## src/hdl/bf3_pkg.sv

```systemverilog
package bf3_pkg;

  // Frame geometry.
  localparam int MAX_DIM = 1024;
  localparam int DIM_W   = 11;
  localparam int COL_W   = $clog2(MAX_DIM);

  // Pixel and arithmetic widths.
  localparam int CH_W    = 16;
  localparam int PIX_W   = 3 * CH_W;
  localparam int TAPS    = 9;
  localparam int SUM_W   = CH_W + 4;
  localparam int MULT_W  = SUM_W + 1;
  localparam int PROD_W  = SUM_W + MULT_W;

  // Reciprocal constants for exact truncated division of a SUM_W-bit value.
  localparam logic [MULT_W-1:0] DIV3_MULT  = MULT_W'(1398102);
  localparam int                DIV3_SHIFT = 22;
  localparam logic [MULT_W-1:0] DIV9_MULT  = MULT_W'(1864136);
  localparam int                DIV9_SHIFT = 24;

  // Result queue geometry.
  localparam int Q_DEPTH = 8;
  localparam int Q_PTR_W = $clog2(Q_DEPTH);
  localparam int Q_CNT_W = Q_PTR_W + 1;

  // Divisor codes: the number of neighborhood pixels inside the frame.
  typedef logic [2:0] div_code_t;
  localparam div_code_t DIV_1 = 3'd0;
  localparam div_code_t DIV_2 = 3'd1;
  localparam div_code_t DIV_3 = 3'd2;
  localparam div_code_t DIV_4 = 3'd3;
  localparam div_code_t DIV_6 = 3'd4;
  localparam div_code_t DIV_9 = 3'd5;

  // Input item.
  typedef struct packed {
    logic            op;
    logic [CH_W-1:0] in_red;
    logic [CH_W-1:0] in_green;
    logic [CH_W-1:0] in_blue;
  } pix_t;

  // Result item.
  typedef struct packed {
    logic [CH_W-1:0] out_red;
    logic [CH_W-1:0] out_green;
    logic [CH_W-1:0] out_blue;
    logic            frame_end;
  } res_t;

  // Control that travels alongside the datapath for one result.
  typedef struct packed {
    logic            valid;
    logic            frame_end;
    logic [TAPS-1:0] mask;
    div_code_t       code;
  } ctl_t;

  // Window taps, indexed row * 3 + column; row 0 is the oldest row.
  typedef logic [TAPS-1:0][PIX_W-1:0] window_t;
  typedef logic [TAPS-1:0][CH_W-1:0]  lane_taps_t;

  // Divisor code from the number of valid neighbor rows and columns.
  function automatic div_code_t div_code(input logic row_lo, input logic row_hi,
                                         input logic col_lo, input logic col_hi);
    logic [1:0] nr;
    logic [1:0] nc;
    div_code_t  code;
    nr = 2'(row_lo) + 2'(row_hi);
    nc = 2'(col_lo) + 2'(col_hi);
    unique case ({nr, nc})
      4'b0000:          code = DIV_1;
      4'b0001, 4'b0100: code = DIV_2;
      4'b0010, 4'b1000: code = DIV_3;
      4'b0101:          code = DIV_4;
      4'b0110, 4'b1001: code = DIV_6;
      4'b1010:          code = DIV_9;
      default:          code = DIV_1;
    endcase
    return code;
  endfunction

endpackage

```

## src/hdl/bf3_lane.sv

```systemverilog
module bf3_lane (
  input  logic                      clk,
  input  bf3_pkg::lane_taps_t       taps,
  input  logic [bf3_pkg::TAPS-1:0]  mask,
  input  bf3_pkg::div_code_t        code,
  output logic [bf3_pkg::CH_W-1:0]  mean
);
  import bf3_pkg::*;

  logic [SUM_W-1:0]  sum;
  logic [SUM_W-1:0]  opnd_next;
  logic [SUM_W-1:0]  opnd;
  div_code_t         code_a;
  logic [MULT_W-1:0] mult;
  logic [PROD_W-1:0] prod;
  div_code_t         code_b;

  // Masked sum of the neighborhood, with the power-of-two part of the
  // divisor applied as a shift.
  always_comb begin
    sum = '0;
    for (int t = 0; t < TAPS; t++) begin
      if (mask[t]) begin
        sum = sum + SUM_W'(taps[t]);
      end
    end
    unique case (code)
      DIV_2, DIV_6: opnd_next = sum >> 1;
      DIV_4:        opnd_next = sum >> 2;
      default:      opnd_next = sum;
    endcase
  end

  always_ff @(posedge clk) begin
    opnd   <= opnd_next;
    code_a <= code;
  end

  // Odd part of the divisor as a multiply by its reciprocal.
  always_comb begin
    unique case (code_a)
      DIV_3, DIV_6: mult = DIV3_MULT;
      DIV_9:        mult = DIV9_MULT;
      default:      mult = MULT_W'(1);
    endcase
  end

  always_ff @(posedge clk) begin
    prod   <= PROD_W'(opnd) * PROD_W'(mult);
    code_b <= code_a;
  end

  // Drop the fraction bits of the reciprocal product.
  always_comb begin
    unique case (code_b)
      DIV_3, DIV_6: mean = prod[DIV3_SHIFT +: CH_W];
      DIV_9:        mean = prod[DIV9_SHIFT +: CH_W];
      default:      mean = prod[CH_W-1:0];
    endcase
  end

endmodule

```

## config.mk

```make
export PLATFORM = sky130hd
export DESIGN_NAME = bf3_lane
export DESIGN_NICKNAME = d
export VERILOG_FILES = /design/src/hdl/bf3_pkg.sv /design/src/hdl/bf3_lane.sv
export SDC_FILE = /design/constraint.sdc
export NUM_CORES = 1
export LEC_CHECK = 0
export BUFFER_PORTS_ARGS = -buffer_cell sky130_fd_sc_hd__buf_4
export CAP_MARGIN = 20
export CORE_UTILIZATION = 65
export CTS_CLUSTER_SIZE = 30
export DETAILED_ROUTE_END_ITERATION = 6
export PLACE_DENSITY = 0.83
export SETUP_SLACK_MARGIN = 0.1
export SYNTH_ARGS = -nofsm -noshare
export SYNTH_HDL_FRONTEND = slang
export SYNTH_SLANG_ARGS = --single-unit
```

## constraint.sdc

```tcl
create_clock -name clk -period 17.8 [get_ports clk]
set_input_delay 0.89 -clock clk [delete_from_list [all_inputs] [get_ports clk]]
set_output_delay 0.89 -clock clk [all_outputs]
set_load 0.02 [all_outputs]
```

==> results.cfg, run 1 <==
[sta]
grt_setup_unrepaired = false
finalMaxSlewViolations = 0
fin_skew_ns = 0.0149
finalSetupTns_ns = 0
hold_viol_final = 0
worst_slew_pin_slew_ns = 0.961
fmax_mhz = 76.5
setup_violations = 0
period_share = 0.734
min_period_ns = 13.07
slew_headroom = 0.359

[routing]
vias = 16823
route.detailed.drc = 0
first_pass_iters = 6
drtIter0Drc = 982
wl_per_cell_um = 18.4
antenna_left = 0
routed_wl_um = 51900
routed_via_density = 5.97

[floorplanning]
die-area_um2 = 30600
fp.dieH_um = 175
rows = 62
fp.dieW_um = 175
core_um2 = 29100
ios = 173
initial_core_util = 0.668

[setup_path]
slowest_stage = fa_1
cp_slowest_stage_delay_ns = 0.50
cp_max_fo = 23
worstSetupPathType = primary input to flop
worstPathArrival_ns = 13.30
cp_top_family = compound AO/OA/AOI/OAI gates
critPathBufInv = 1
endpoint_kind = flop
cp_data_required_time_ns = 18.03
startpoint_type = primary input
path_common_cell = ha_1

[place]
dp_hpwl_um = 45000
gp_congestion = 0.993
port_buffers = 172

[synthesis]
synthFlopType = dfxtp_1
synth_cell_types = 96
syn_nets = 2980
avgSynthCellArea_um2 = 8.47
ys_seq_area_frac = 0.0618
yosysWarnings = 0
synth_edf_count = 0
synth.top_cells.by_count = 363 x inv_1, 318 x ha_1, 210 x fa_1
async_reset_ff_frac = 0
synth_area_leader_cell = fa_1
syn-cell-area_um2 = 19400
synth_top_area_share = 0.216
synth_cells = 2295
yosysMostFrequentCell = inv_1
synth_seq_cells = 60
synth.area.top_cells = fa_1 22%, ha_1 20%, inv_1 7.0%

[global_route]
grt_start_max_net_pins = 50
grt_pass1_vias = 17059
antenna_found_initial = 1
grt_use_total = 0.344
grt_pass1_wl_um = 84000
grt_overflow = 0

[cells_and_area]
drive_gt1_frac = 0.123
synthToLayoutAreaGrowth_pct = 9.75
fin_util = 0.733
nets = 3112
nFillCells = 2286

[flow_run]
max_cap_viol_count = 0

[clocking]
cts_tree = yes
htreeDepth = 3
cts_hold_buf = 0
cts_sinks = 60
cts_buffers = 9
cts_resized = 0
clk_latency_ns = 0.36
root_buffer = clkbuf_16
clockBufferDepth = 2
cts.clk_slew.worst_paths_ns = 0.07
postCtsSetupBuffers = 0

[hold_path]
hp-class = flop to flop

[outcome]
outcome = finished, final reports clean
layout by cell type (no fill, tap or decap), drive strengths merged, types with 66 or more instances in the layout:
master,count
a21oi,122
and2,66
buf,175
fa,210
ha,318
inv,367
nand2,149
nor2,98
o21ai,131
xnor2,86
sequential cells by signal, summed over array words and instances (netlist names):
signal  count
prod       34
code_a      3
opnd       20
code_b      3
through the flow:
step / hold slack, ns / std cells / area (um2) / setup WS (ns)
finish: 0.475 / 2818 / 21300 / 4.73
global route: 0.480 / 2816 / 21300 / 3.62
floorplan: 0.344 / 2295 / 19400 / 5.97
CTS: 0.471 / 2816 / 21300 / 4.92
global placement: 0.466 / 2800 / 21000 / 5.16
detailed placement: 0.461 / 2800 / 21000 / 4.61
worst register-to-register path: cells and delay by family (launching register included):
kind,cells,cell delay (ns)
adder cells (fa/ha/maj),8,3.74
buffers and inverters,4,0.25
AND/OR/NAND/NOR,5,1.41
XOR/XNOR,1,0.21
flip-flops,1,0.51
AO/OA/AOI/OAI,11,2.18
kinds of logic after synthesis:
group / synth area share
compound gates: 0.198
xor+xnor: 0.0642
fa+ha+maj: 0.421
buf+inv: 0.0814
flops: 0.0618
mux: 0.0415
simple gates: 0.132
layer usage:
layer | global-route usage | vias up | routed length, um
li1 | - | 8135 | -
met2 | 0.585 | 549 | 24600
met1 | 0.450 | 8049 | 22500
met4 | 0.116 | 0 | 1600
met3 | 0.0463 | 90 | 3190
met5 | 0 | - | 0
final timing paths:
path              cells after the start        end       from  slack (ns)
setup / recovery                     61   opnd[17]    mask[0]        4.73
hold / removal                        0  code_b[0]  code_a[0]        0.48
setup reg to reg                     29   prod[39]  code_a[2]        9.41
hold reg to reg                       0  code_b[0]  code_a[0]        0.48
cell type report:
type,instances,area (um2),area share
Clock inverter,7,82.6,0.00387
Antenna cell,2,5.00,0.000235
Clock buffer,9,225,0.0106
Tap cell,384,480,0.0225
Timing Repair Buffer,175,1310,0.0616
Sequential cell,60,1200,0.0564
Inverter,365,1370,0.0642
Multi-Input combinational cell,1816,16700,0.781
Power of run 1 is not shown: default switching activity piles up to over one toggle a cycle in this logic, so the estimate is an artifact.
==> inputs of run 2 (changes only) <==
- CORE_UTILIZATION: 65 -> 57
- PLACE_DENSITY: 0.83 -> 0.77
- clock period: 17.8 -> 10.6 ns (I/O delays scaled with it)
==> run 2 against run 1 <==
- the run now ends with negative setup slack left
- clock skew about the same
- clock-buffer cell count unchanged
- utilization rose by 0.55 points
- flip-flop and latch count unchanged
- register-to-register slack lost 7.5 ns
- hold slack lost 0.16 ns
- critical endpoint is now opnd[18]
- highest routed layer unchanged
==> results.cfg, run 2 (synthesis results as in run 1) <==
[cells_and_area]
largest_reg_flops = 34
layout_common_cells = 508 x buf_4, 362 x inv_1, 293 x ha_1
nFillCells = 2501
reg_top3 = prod x34, opnd x20
drive_gt1_frac = 0.275
registers.top_by_ff_count = prod
design_area_um2 = 24800
synthToLayoutAreaGrowth_pct = 27.5
mostFrequentLayoutCell = buf_4
nets = 3450
final-seq-area_um2 = 1200
multiInputGateArea_um2 = 17400

[floorplanning]
rows = 67
fp.dieH_um = 187
die-area_um2 = 34800
ios = 173
fp.dieW_um = 187
core_um2 = 33500
initial_core_util = 0.580

[sta]
fmax_mhz = 90.5
grt_setup_unrepaired = true
fin_skew_ns = 0.0153
worst_slew_pin_slew_ns = 0.976
worst_slack_ns = -0.449
hold_viol_final = 0
holdWs_ns = 0.312
setup_violations = 6
slew_headroom = 0.349
period_share = 1.04
finalMaxSlewViolations = 0
min_period_ns = 11.05

[place]
dpl_cell_area_um2 = 23600
dpl_worst_slack_ns = -0.743
dp_hpwl_um = 49400
gp_congestion = 0.970
port_buffers = 172

[setup_path]
worstPathArrival_ns = 11.26
worstSetupStartpoint = taps[0]
worstSetupPathType = primary input to flop
cp_data_required_time_ns = 10.81
startpoint_type = primary input
timing.rr.start = code_a[2]
endpoint_kind = flop
slowest_stage = fa_2
cp_max_fo = 5
cp_slowest_stage_delay_ns = 0.45
rr_worst_depth = 31

[hold_path]
worstHoldStart = code[2]
hp-class = primary input to flop
hold_depth = 1

[clocking]
cts_buffers = 9
clockBufferDepth = 2
cts_hold_buf = 0
htreeDepth = 3
root_buffer = clkbuf_16
cts_tree = yes
cts_sinks = 60
clk_latency_ns = 0.35
cts.clk_slew.worst_paths_ns = 0.07

[global_route]
grt_pass1_vias = 19013
grt_use_total = 0.329
grt_pass1_wl_um = 93200
antenna_found_initial = 0
grt_start_max_net_pins = 50
grt_overflow = 0

[routing]
drtIter0Drc = 1058
highest_layer = met4
first_pass_iters = 7
route.detailed.drc = 0
m1WireLength_um = 25100
wl_per_cell_um = 18.1
dr_wl_met3_um = 2820
antenna_left = 0
routed_via_density = 5.68
routed_wl_um = 58300
dr_wl_met2_um = 28800
vias = 18282

[flow_run]
max_cap_viol_count = 0

[outcome]
violations = negative setup slack
outcome = finished, violations left
==> run 2: what timing repair did <==
| action | CTS | global route |
|---|---|---|
| gates resized for setup | 44 | 74 |
| pin swaps | 44 | 57 |
| cloned | 0 | 0 |
| setup buffers | 32 | 15 |
| endpoints found under the setup margin | 10 | 12 |
==> run 2: critical path: cells and delay by family <==
family,cells,cell delay (ns)
AOI/OAI and AO/OA,27,4.15
xor gates and xnor gates,6,1.07
adders and majority gates,9,2.65
buffers and inverters,6,0.63
muxes,1,0.24
and+or+nand+nor,11,1.97
==> run 2: per-stage QoR <==
| step | instances | TNS [ns] | utilization |
|---|---|---|---|
| finish | 3219 | -1.93 | 0.739 |
| global route | 3218 | -6.95 | 0.739 |
| detailed placement | 3155 | -5.85 | 0.702 |
| CTS | 3203 | -0.740 | 0.725 |
| floorplan | 2295 | 0 | - |
| global placement | 3155 | -3.09 | 0.702 |
==> run 2: path summary, 6_finish.rpt <==
path,to,slack [ns]
worst max register to register,prod[37],1.88
worst min register to register,code_b[0],0.47
worst max-delay path,opnd[18],-0.45
worst min-delay path,code_a[2],0.31
==> run 2: area by class of cell <==
type | count | area share
inverters | 365 | 0.0553
clock buffers | 9 | 0.00909
clock inverters | 7 | 0.00399
multi-input cells | 1816 | 0.704
repair buffers | 513 | 0.156
diodes | 1 | 0.000101
flip-flops and latches | 60 | 0.0485
well taps | 448 | 0.0226
==> run 2: routing by layer <==
metal,vias to the layer above,GRT usage
li1,8825,-
met1,8798,0.418
met2,553,0.593
met3,106,0.0325
met4,0,0.0889
met5,-,0
Power of run 2 is left out for the same reason.
