$ cat src/hdl/bf3_pkg.sv
package bf3_pkg;

  // Frame geometry.
  localparam int MAX_DIM = 1024;
  localparam int DIM_W   = 11;
  localparam int COL_W   = $clog2(MAX_DIM);

  // Pixel and arithmetic widths.
  localparam int CH_W    = 16;
  localparam int PIX_W   = 3 * CH_W;
  localparam int TAPS    = 9;
  localparam int SUM_W   = CH_W + 4;
  localparam int MULT_W  = SUM_W + 1;
  localparam int PROD_W  = SUM_W + MULT_W;

  // Reciprocal constants for exact truncated division of a SUM_W-bit value.
  localparam logic [MULT_W-1:0] DIV3_MULT  = MULT_W'(1398102);
  localparam int                DIV3_SHIFT = 22;
  localparam logic [MULT_W-1:0] DIV9_MULT  = MULT_W'(1864136);
  localparam int                DIV9_SHIFT = 24;

  // Result queue geometry.
  localparam int Q_DEPTH = 8;
  localparam int Q_PTR_W = $clog2(Q_DEPTH);
  localparam int Q_CNT_W = Q_PTR_W + 1;

  // Divisor codes: the number of neighborhood pixels inside the frame.
  typedef logic [2:0] div_code_t;
  localparam div_code_t DIV_1 = 3'd0;
  localparam div_code_t DIV_2 = 3'd1;
  localparam div_code_t DIV_3 = 3'd2;
  localparam div_code_t DIV_4 = 3'd3;
  localparam div_code_t DIV_6 = 3'd4;
  localparam div_code_t DIV_9 = 3'd5;

  // Input item.
  typedef struct packed {
    logic            op;
    logic [CH_W-1:0] in_red;
    logic [CH_W-1:0] in_green;
    logic [CH_W-1:0] in_blue;
  } pix_t;

  // Result item.
  typedef struct packed {
    logic [CH_W-1:0] out_red;
    logic [CH_W-1:0] out_green;
    logic [CH_W-1:0] out_blue;
    logic            frame_end;
  } res_t;

  // Control that travels alongside the datapath for one result.
  typedef struct packed {
    logic            valid;
    logic            frame_end;
    logic [TAPS-1:0] mask;
    div_code_t       code;
  } ctl_t;

  // Window taps, indexed row * 3 + column; row 0 is the oldest row.
  typedef logic [TAPS-1:0][PIX_W-1:0] window_t;
  typedef logic [TAPS-1:0][CH_W-1:0]  lane_taps_t;

  // Divisor code from the number of valid neighbor rows and columns.
  function automatic div_code_t div_code(input logic row_lo, input logic row_hi,
                                         input logic col_lo, input logic col_hi);
    logic [1:0] nr;
    logic [1:0] nc;
    div_code_t  code;
    nr = 2'(row_lo) + 2'(row_hi);
    nc = 2'(col_lo) + 2'(col_hi);
    unique case ({nr, nc})
      4'b0000:          code = DIV_1;
      4'b0001, 4'b0100: code = DIV_2;
      4'b0010, 4'b1000: code = DIV_3;
      4'b0101:          code = DIV_4;
      4'b0110, 4'b1001: code = DIV_6;
      4'b1010:          code = DIV_9;
      default:          code = DIV_1;
    endcase
    return code;
  endfunction

endpackage

$ cat src/hdl/bf3_out_queue.sv
module bf3_out_queue (
  input  logic                     clk,
  input  logic                     rst,
  input  logic                     reserve,
  input  logic                     push,
  input  logic [bf3_pkg::CH_W-1:0] red,
  input  logic [bf3_pkg::CH_W-1:0] green,
  input  logic [bf3_pkg::CH_W-1:0] blue,
  input  logic                     frame_end,
  output logic                     res_valid,
  input  logic                     res_stall,
  output bf3_pkg::res_t            res,
  output logic                     full
);
  import bf3_pkg::*;

  res_t               entries [Q_DEPTH];
  logic [Q_PTR_W-1:0] wr_ptr;
  logic [Q_PTR_W-1:0] rd_ptr;
  logic [Q_CNT_W-1:0] count;
  logic [Q_CNT_W-1:0] occ;
  logic               pop;
  res_t               merged;

  // Merge the lane results into one result item.
  always_comb begin
    merged.out_red   = red;
    merged.out_green = green;
    merged.out_blue  = blue;
    merged.frame_end = frame_end;
  end

  assign pop       = res_valid && !res_stall;
  assign res_valid = (count != '0);
  assign res       = entries[rd_ptr];
  // Slots are reserved when an item that yields a result is accepted, so
  // the pipeline never has to wait for the receiver.
  assign full      = (occ == Q_CNT_W'(Q_DEPTH));

  always_ff @(posedge clk) begin
    if (push) begin
      entries[wr_ptr] <= merged;
    end
  end

  // Pointers, stored count and reserved count.
  always_ff @(posedge clk) begin
    if (rst) begin
      wr_ptr <= '0;
      rd_ptr <= '0;
      count  <= '0;
      occ    <= '0;
    end else begin
      if (push) begin
        wr_ptr <= wr_ptr + 1'b1;
      end
      if (pop) begin
        rd_ptr <= rd_ptr + 1'b1;
      end
      count <= count + Q_CNT_W'(push) - Q_CNT_W'(pop);
      occ   <= occ + Q_CNT_W'(reserve) - Q_CNT_W'(pop);
    end
  end

endmodule
$ cat config.mk
export PLATFORM = sky130hd
export DESIGN_NAME = bf3_out_queue
export DESIGN_NICKNAME = d
export VERILOG_FILES = /design/src/hdl/bf3_pkg.sv /design/src/hdl/bf3_out_queue.sv
export SDC_FILE = /design/constraint.sdc
export NUM_CORES = 1
export LEC_CHECK = 0
export ABC_CLOCK_PERIOD_IN_PS = 5300
export BUFFER_PORTS_ARGS = -buffer_cell sky130_fd_sc_hd__buf_2
export CAP_MARGIN = 25
export CORE_UTILIZATION = 27
export DETAILED_ROUTE_END_ITERATION = 7
export GPL_TIMING_DRIVEN = 0
export PLACE_DENSITY_LB_ADDON = 0.2
export SLEW_MARGIN = 20
export SYNTH_ARGS = -nofsm -noshare
export SYNTH_HDL_FRONTEND = slang
export SYNTH_SLANG_ARGS = --single-unit
$ cat constraint.sdc
create_clock -name clk -period 5.3 [get_ports clk]
set_input_delay 0.265 -clock clk [delete_from_list [all_inputs] [get_ports clk]]
set_output_delay 0.265 -clock clk [all_outputs]
set_load 0.05 [all_outputs]
==> flow_summary.json, run 1 <==
{
  "synth_top_family_by_area": "multiplexers",
  "synth_xor_area_frac": 0.002249,
  "cp_cell_sequence": "buf_2 -> clkbuf_1 -> mux4_2 -> mux2_2 -> buf_2",
  "cts_tree": "built",
  "power.density_nw_per_um2": 426.6,
  "tns_ps": 0,
  "slew_viol_final": 0,
  "clk_latency_ps": 570,
  "fmax_mhz": 329.4,
  "htree_levels": 2,
  "netlist_instances": 665,
  "syn2layout_area_growth_pct": 25.70,
  "yosys-top-cells-area": "edfxtp_1, mux4_2, mux2_2",
  "first_iter_violations": 388,
  "cp_max_fo": 10,
  "critPathArrivalTime_ps": 2770,
  "clk_pin_slew_ps": 60,
  "drtAntennaViolNets": 0,
  "drc": 0,
  "cts_buffer_depth": 3,
  "rsz0062_at_grt": "no",
  "yosysSeqAreaShare": 0.7774,
  "critPathLaunchType": "flip-flop",
  "synth_warnings": 0,
  "grt_max_degree": 19,
  "fin_total_pwr_mw": 8.354,
  "drv_cap": 0,
  "wl_um": 35380,
  "core_um2": 56710,
  "clock_tree.root_cell": "clkbuf_16",
  "start_util": 0.2747,
  "gp_congestion": 0.6620,
  "netlist_area_um2": 15580,
  "fin_crit_sh": 0.5728,
  "vias_per_cell": 4.330,
  "netlist.area_leader.share": 0.7556,
  "overflow": 0,
  "nets": 962,
  "dieArea_um2": 58660,
  "track_usage": 0.1238,
  "finalSetupViolations": 0,
  "fin_cells": 1690,
  "synth_top_cell_by_area": "edfxtp_1",
  "fin_util": 0.3453,
  "clock-sinks": 409,
  "peakVddDrop_v": 0.0002220,
  "ios": 105,
  "die_w_um": 242.2,
  "dp_cells": 1556,
  "yosys.area_share.simple": 0.01253,
  "endpoint_kind": "output pin",
  "fin_skew_ps": 19.29,
  "max_slew_margin": 0.3967,
  "hold_class": "input port to flip-flop",
  "avgSynthCellArea_um2": 23.43,
  "yosys_register_bits": 409,
  "dieHeight_um": 242.2,
  "hpwl_um": 22700,
  "numCtsBuffers": 45,
  "finish.instance_area_um2": 19580,
  "hold_violations": 0,
  "placed_cell_area_um2": 17580,
  "fp-row-count": 87,
  "synth-compound-area-share": 0.005220,
  "path_class": "flip-flop to output pin",
  "min_period_ps": 3036,
  "ys_types": 28,
  "via_count": 7318,
  "grt_pass1_vias": 8098,
  "wire_per_inst_um": 20.94,
  "grt_pass1_wl_um": 53530,
  "io_buffers": 103,
  "cp_common_cell": "buf_2",
  "antenna_found_initial": 1,
  "slowest_delay_ps": 650,
  "worst_slew_pin_slew_ps": 905.0,
  "drt-pass1-iter-count": 6,
  "synth_mux_area_frac": 0.1785,
  "final_layout_size_suffix_gt1_frac": 0.3966,
  "status": "finished clean",
  "cellLeakagePower_nw": 6.302,
  "slowest_stage": "clkbuf_1",
  "cp_data_required_time_ps": 5040,
  "synth_nets": 731,
  "synthAdderAreaFrac": 0.01060
}
cell usage after synthesis:
cell        n
nor3_1      2
a21oi_1     9
nand2_1     6
nor2_1     14
mux2i_1     1
nor3b_1     2
nand3_1     1
o21ai_0     4
a21o_1      1
edfxtp_1  392
inv_1       8
mux4_2     98
dfxtp_1    17
buf_12      3
or3b_2      1
a31o_2      1
xor2_1      2
mux2_2     50
nand2b_1    5
fa_1        2
buf_1       1
clkbuf_1   12
xnor2_1     2
nor2b_1     4
or3_1       4
ha_1       10
buf_2      12
buf_6       1
sequential cells by signal, summed over array words and instances, names as in the netlist, named ones only:
signal and count:
count 4, entries 392, occ 4, rd_ptr 3, wr_ptr 3
logic make-up (layout without fill, tap and decap cells):
logic type / count (synthesis) / count (layout)
DFF: 409 / 409
muxes: 149 / 149
and+or+nand+nor: 39 / 39
buffers and inverters: 37 / 305
AOI/OAI and AO/OA: 15 / 15
adders and majority gates: 12 / 12
xor gates and xnor gates: 4 / 4
other: 0 / 1
per-layer routing:
metal / vias up / GRT usage / share of wire / routed length (um)
met3: 46 / 0.03357 / 0.048 / 1689
li1: 3271 / - / - / -
met4: 2 / 0.03053 / 0.016 / 556
met2: 127 / 0.1994 / 0.48 / 16970
met1: 3872 / 0.1656 / 0.46 / 16150
met5: - / 0 / 0.00037 / 13
worst max-delay path, delay by kind of cell (launching register included):
kind | cells | cell delay, ps
buffers and inverters | 3 | 1150
multiplexers | 2 | 750
flip-flops | 1 | 300
cell type report:
class / instances / area [um^2]
Multi-Input combinational cell: 219 / 3312
Sequential cell: 409 / 12110
Fill cell: 5307 / 37130
Antenna cell: 1 / 2.502
Clock inverter: 24 / 265.3
Timing Repair Buffer: 184 / 1490
Buffer: 29 / 180.2
Inverter: 8 / 30.03
Clock buffer: 60 / 1245
Tap cell: 756 / 945.9
power breakdown:
part	switching (mW)	total, mW	internal [mW]
Combinational	0.934	1.49	0.556
Clock	1.23	3.17	1.94
Sequential	0.0373	3.69	3.65
worst paths after layout:
path | start | to | slack [ps] | depth (start not counted)
worst max-delay path | flip-flop | res[1] | 2260 | 5
worst min register to register | rd_ptr[2] | flip-flop | 520 | 2
worst min-delay path | reserve | occ[0] | 50 | 3
worst max register to register | count[2] | count[2] | 2750 | 9
what timing repair did:
action,CTS,global route
gates resized for setup,0,0
setup buffers,0,0
hold buffers,49,0
hold endpoints to repair,392,0
placed cells by master (no fill, tap or decap), types with 9 or more instances in the layout:
master	count
edfxtp_1	392
buf_2	115
mux4_2	98
mux2_2	50
dlygate4sd3_1	49
clkbuf_16	47
clkbuf_1	23
dfxtp_1	17
buf_12	14
clkinv_1	12
buf_4	11
ha_1	10
a21oi_1	9
stage by stage:
step           setup WS, ps  hold WS, ps
3_3_place_gp          -3470        492.7
4_1_cts                2166        13.83
2_1_floorplan         944.0        363.9
6_report               2264        45.38
5_1_grt                2124        40.28
3_5_place_dp           2719        508.5
No activity file was read; power rests on OpenSTA's default activity.
==> run 2: changes to the inputs <==
Settings changed: ABC_CLOCK_PERIOD_IN_PS 5300 to 3100.
Clock period 5.3 ns to 3.1 ns, I/O delays scaled along.
==> run 2 against run 1 <==
Net effect: die area is the same; first-iteration DRC count grew 15%; sequential share of layout area shrank 0.30 points; setup slack lost 2100 ps; utilization grew 0.17 points; sequential cell count is the same; sequential power grew 71%; clock power grew 59%; register-to-register slack lost 2200 ps; non-clock buffer count grew 1; largest power group unchanged.
==> flow_summary.json, run 2 (synthesis results as in run 1) <==
{
  "dp_cells": 1552,
  "max_slew_margin": 0.4201,
  "fin_cells": 1692,
  "drc": 0,
  "clock_tree.root_cell": "clkbuf_16",
  "netSwitchingFraction": 0.2702,
  "clk_latency_ps": 570,
  "rsz0062_at_grt": "no",
  "slowest_delay_ps": 390,
  "ios": 105,
  "cts_resized": 0,
  "multi_input_area_um2": 3324,
  "fin_skew_ps": 14.46,
  "wl_um": 35330,
  "peakVddDrop_v": 0.0004028,
  "start_util": 0.2747,
  "fin_crit_sh": 0.9467,
  "fillers": 5307,
  "power.density_nw_per_um2": 707.8,
  "antenna_found_initial": 5,
  "final_layout_size_suffix_gt1_frac": 0.3901,
  "cp_common_cell": "buf_2",
  "via_count": 7306,
  "worst_slew_pin_slew_ps": 867.9,
  "fin_total_pwr_mw": 13.93,
  "first_iter_violations": 447,
  "io_buffers": 103,
  "postCtsHoldBufs": 54,
  "endpoint_kind": "output pin",
  "final_cell_mix": "edfxtp_1, buf_2, mux4_2, dlygate4sd3_1, mux2_2",
  "wire_per_inst_um": 20.88,
  "clock-sinks": 409,
  "track_usage": 0.1231,
  "min_path_cells": 2,
  "cp_cell_sequence": "buf_2 -> buf_2 -> buf_2 -> mux4_2 -> mux2_2 -> buf_2",
  "core_um2": 56710,
  "grt_max_degree": 18,
  "nets": 963,
  "layout_commonest_cell": "edfxtp_1",
  "die_w_um": 242.2,
  "numCtsBuffers": 45,
  "timing.final.ws_setup_ps": 165.2,
  "cp_data_required_time_ps": 2940,
  "dieHeight_um": 242.2,
  "critPathArrivalTime_ps": 2780,
  "fp-row-count": 87,
  "dp_slack_ps": 565.3,
  "cts_buffer_depth": 3,
  "reg_top3": "entries: 392 flops, count: 4 flops, occ: 4 flops",
  "drt-pass1-iter-count": 6,
  "grt_pass1_wl_um": 52990,
  "combPwrFrac": 0.184,
  "drv_cap": 0,
  "htree_levels": 2,
  "hold_class": "input port to flip-flop",
  "reg2reg_depth": 8,
  "path_class": "flip-flop to output pin",
  "status": "finished clean",
  "seqPwrFrac": 0.453,
  "top_register": "entries",
  "fmax_mhz": 340.7,
  "hpwl_um": 23080,
  "p_switching_mw": 3.763,
  "cts_tree": "built",
  "finalSetupViolations": 0,
  "hp-start": "blue[0]",
  "clk_pin_slew_ps": 60,
  "cellLeakagePower_nw": 6.307,
  "regArea_um2": 12110,
  "dieArea_um2": 58660,
  "tns_ps": 0,
  "r2r_start": "count[2]",
  "overflow": 0,
  "critPathLaunchType": "flip-flop",
  "cts_setup_buffers": 0,
  "syn2layout_area_growth_pct": 26.31,
  "drtAntennaViolNets": 0,
  "min_period_ps": 2935,
  "p_int_mw": 10.16,
  "largest_reg_flops": 392,
  "gp_congestion": 0.6534,
  "placed_cell_area_um2": 17740,
  "finish.instance_area_um2": 19680,
  "slew_viol_final": 0,
  "hold_violations": 0,
  "cp_max_fo": 10,
  "slowest_stage": "buf_2",
  "clkPwrFrac": 0.363,
  "grt_pass1_vias": 8077,
  "vias_per_cell": 4.318
}
-- run 2: stage by stage --
step	hold WS [ps]	utilization
after detailed placement	430.3	0.3129
after global placement	427.4	0.3006
final	398.3	0.3470
after CTS	373.0	0.3468
after floorplan	253.9	-
after global routing	412.2	0.3470
-- run 2: final cells by class --
type                       count  share of cell area
antenna                        3           0.0003815
multi-input combinational    219              0.1689
inverter                       8            0.001526
sequential                   409              0.6155
buffer                        29            0.009156
clock inverter                19            0.007439
tap                          756             0.04807
timing repair buffer         185             0.08597
clock buffer                  64             0.06301
-- run 2: worst paths after layout --
path | endpoint | slack [ps]
worst min-delay path | entries[1][1] | 400
worst max-delay path | res[40] | 170
worst min register to register | rd_ptr[0] | 540
worst max register to register | occ[0] | 530
-- run 2: critical path, delay by kind of cell, from the launching register on --
family / cells / cell delay, ps
flip-flops: 1 / 320
buffers and inverters: 4 / 1230
multiplexers: 2 / 670
-- run 2: power groups by stage --
stage | registers [mW] | logic [mW] | clock network (mW)
floorplan | 6.41 | 1.85 | 0
global placement | 6.44 | 2.51 | 0
detailed placement | 6.43 | 2.59 | 0
CTS | 6.31 | 2.66 | 5.22
global route | 6.33 | 2.78 | 5.41
finish | 6.31 | 2.57 | 5.05
-- run 2: metal layers --
metal	global-route usage	routed length [um]	up-vias
li1	-	-	3272
met1	0.1631	16110	3843
met2	0.1996	16940	136
met3	0.02858	1526	53
met4	0.03909	737	2
met5	0	12	-
==> run 3: changes to the inputs <==
Settings changed: ABC_CLOCK_PERIOD_IN_PS 3100 to 3370, CORE_MARGIN from default to 1.5, REMOVE_ABC_BUFFERS from default to 1.
Clock period 3.1 ns to 3.37 ns, I/O delays scaled along.
==> run 3 against run 2 <==
Net effect: total power is 8.5% lower; combinational power is 11% lower; clock power is 8.9% lower; sequential share of layout area is 0.10 points higher; wire length is 3.4% lower; sequential power is 7.1% lower; die area is 0.83% higher; clock-buffer cell count is 5 lower; non-clock buffer count is 13 lower; largest power group unchanged; highest routed layer unchanged.
==> flow_summary.json, run 3 (synthesis results as in run 1) <==
{
  "wire_per_inst_um": 20.37,
  "r2r_end": "occ[0]",
  "fp-row-count": 87,
  "diodes": 0,
  "track_usage": 0.1160,
  "via_count": 7320,
  "hold_class": "input port to flip-flop",
  "drt-pass1-iter-count": 4,
  "grt_max_degree": 41,
  "min_period_ps": 3066,
  "combPwrFrac": 0.179,
  "netSwitchingFraction": 0.2718,
  "slowest_delay_ps": 640,
  "grt_pass1_wl_um": 50490,
  "largest_reg_flops": 392,
  "io_buffers": 104,
  "start_util": 0.2747,
  "wl_um": 34120,
  "rsz0062_at_grt": "no",
  "final_layout_size_suffix_gt1_frac": 0.3993,
  "core_um2": 56710,
  "first_iter_violations": 504,
  "tns_ps": 0,
  "r2r_start": "count[2]",
  "numCtsBuffers": 45,
  "power.density_nw_per_um2": 648.1,
  "layout_commonest_cell": "edfxtp_1",
  "overflow": 0,
  "cts_setup_buffers": 0,
  "cp_data_required_time_ps": 3200,
  "dieHeight_um": 243.2,
  "min_path_cells": 2,
  "dieArea_um2": 59150,
  "cellLeakagePower_nw": 6.305,
  "reg2reg_depth": 8,
  "clock-sinks": 409,
  "gp_congestion": 0.6517,
  "path_class": "flip-flop to output pin",
  "reg2reg_slack_ps": 760,
  "fin_skew_ps": 15.55,
  "reg_top3": "entries: 392 flops, count: 4 flops, occ: 4 flops",
  "clkPwrFrac": 0.361,
  "min_to": "entries[1][38]",
  "status": "finished clean",
  "seqPwrFrac": 0.460,
  "hold_violations": 0,
  "fin_cells": 1675,
  "cts_tree": "built",
  "max_slew_margin": 0.4213,
  "clock_tree.root_cell": "clkbuf_16",
  "worst_slew_pin_slew_ps": 866.2,
  "cp_cell_sequence": "buf_16 -> buf_12 -> mux4_2 -> mux2_2 -> buf_2",
  "grt_pass1_vias": 7585,
  "clk_latency_ps": 570,
  "ios": 105,
  "drc": 0,
  "critPathLaunchType": "flip-flop",
  "cp_max_fo": 31,
  "finish.instance_area_um2": 19660,
  "htree_levels": 2,
  "peakVddDrop_v": 0.0003195,
  "slew_viol_final": 0,
  "hp-start": "red[5]",
  "fmax_mhz": 326.2,
  "finalSetupViolations": 0,
  "slowest_stage": "dfxtp_4",
  "endpoint_kind": "output pin",
  "clk_pin_slew_ps": 60,
  "whs_ps": 411.6,
  "die_w_um": 243.2,
  "dp_cells": 1538,
  "syn2layout_area_growth_pct": 26.21,
  "top_register": "entries",
  "p_int_mw": 9.279,
  "placed_cell_area_um2": 17740,
  "antenna_found_initial": 2,
  "fin_util": 0.3467,
  "cts_buffer_depth": 3,
  "fin_crit_sh": 0.9098,
  "p_switching_mw": 3.463,
  "drv_cap": 0,
  "hpwl_um": 21220,
  "final_cell_mix": "edfxtp_1, buf_2, mux4_2, dlygate4sd3_1, mux2_2",
  "nets": 950,
  "drtAntennaViolNets": 0,
  "vias_per_cell": 4.370,
  "critPathArrivalTime_ps": 2900
}
## run 3: area by class of cell
type                    count  area [um^2]
repair buffers            201         1883
clock inverters            23        137.6
fillers                  5275        37050
clock buffers              59         1231
flip-flops and latches    409        12120
multi-input cells         219         3312
inverters                   8        30.03
well taps                 756        945.9
## run 3: metal layers
layer / track usage / share of wire / up-vias / routed length (um)
li1: - / - / 3246 / -
met1: 0.1655 / 0.47 / 3849 / 16160
met2: 0.1689 / 0.44 / 155 / 15100
met3: 0.03096 / 0.057 / 66 / 1937
met4: 0.04256 / 0.027 / 4 / 906
met5: 0 / 0.00064 / - / 22
## run 3: worst max-delay path, delay by kind of cell (launching register included)
kind / cells / cell delay (ps)
buffers and inverters: 3 / 800
flip-flops: 1 / 640
multiplexers: 2 / 870
## run 3: worst max path at each step
| stage | start | end | slack (ps) | depth (start not counted) |
|---|---|---|---|---|
| after detailed placement | flip-flop | res[17] | 800 | 5 |
| after floorplan | flip-flop | res[0] | -1940 | 2 |
| after global placement | push | entries[4][10] | -5610 | 3 |
| final | flip-flop | res[17] | 300 | 5 |
| after global routing | flip-flop | res[17] | 130 | 5 |
| after CTS | flip-flop | res[17] | 190 | 5 |
## run 3: power groups by stage
| stage | Sequential (mW) | Combinational [mW] | Clock [mW] |
|---|---|---|---|
| floorplan | 6.04 | 1.57 | 0 |
| finish | 5.86 | 2.28 | 4.60 |
| CTS | 5.87 | 2.35 | 4.77 |
| global placement | 6.18 | 2.11 | 0 |
| detailed placement | 5.98 | 2.28 | 0 |
| global route | 5.89 | 2.45 | 4.94 |
## run 3: repair_timing
item,4_1_cts,5_1_grt
resized for setup,0,0
endpoints found under the hold margin,407,0
hold buffers,55,0
## run 3: stage by stage
| stage | setup WS, ps | power, mW |
|---|---|---|
| 2_1_floorplan | -1937 | 7.608 |
| 3_5_place_dp | 803.5 | 8.258 |
| 5_1_grt | 129.6 | 13.28 |
| 6_report | 304.0 | 12.74 |
| 3_3_place_gp | -5610 | 8.283 |
| 4_1_cts | 187.7 | 12.99 |
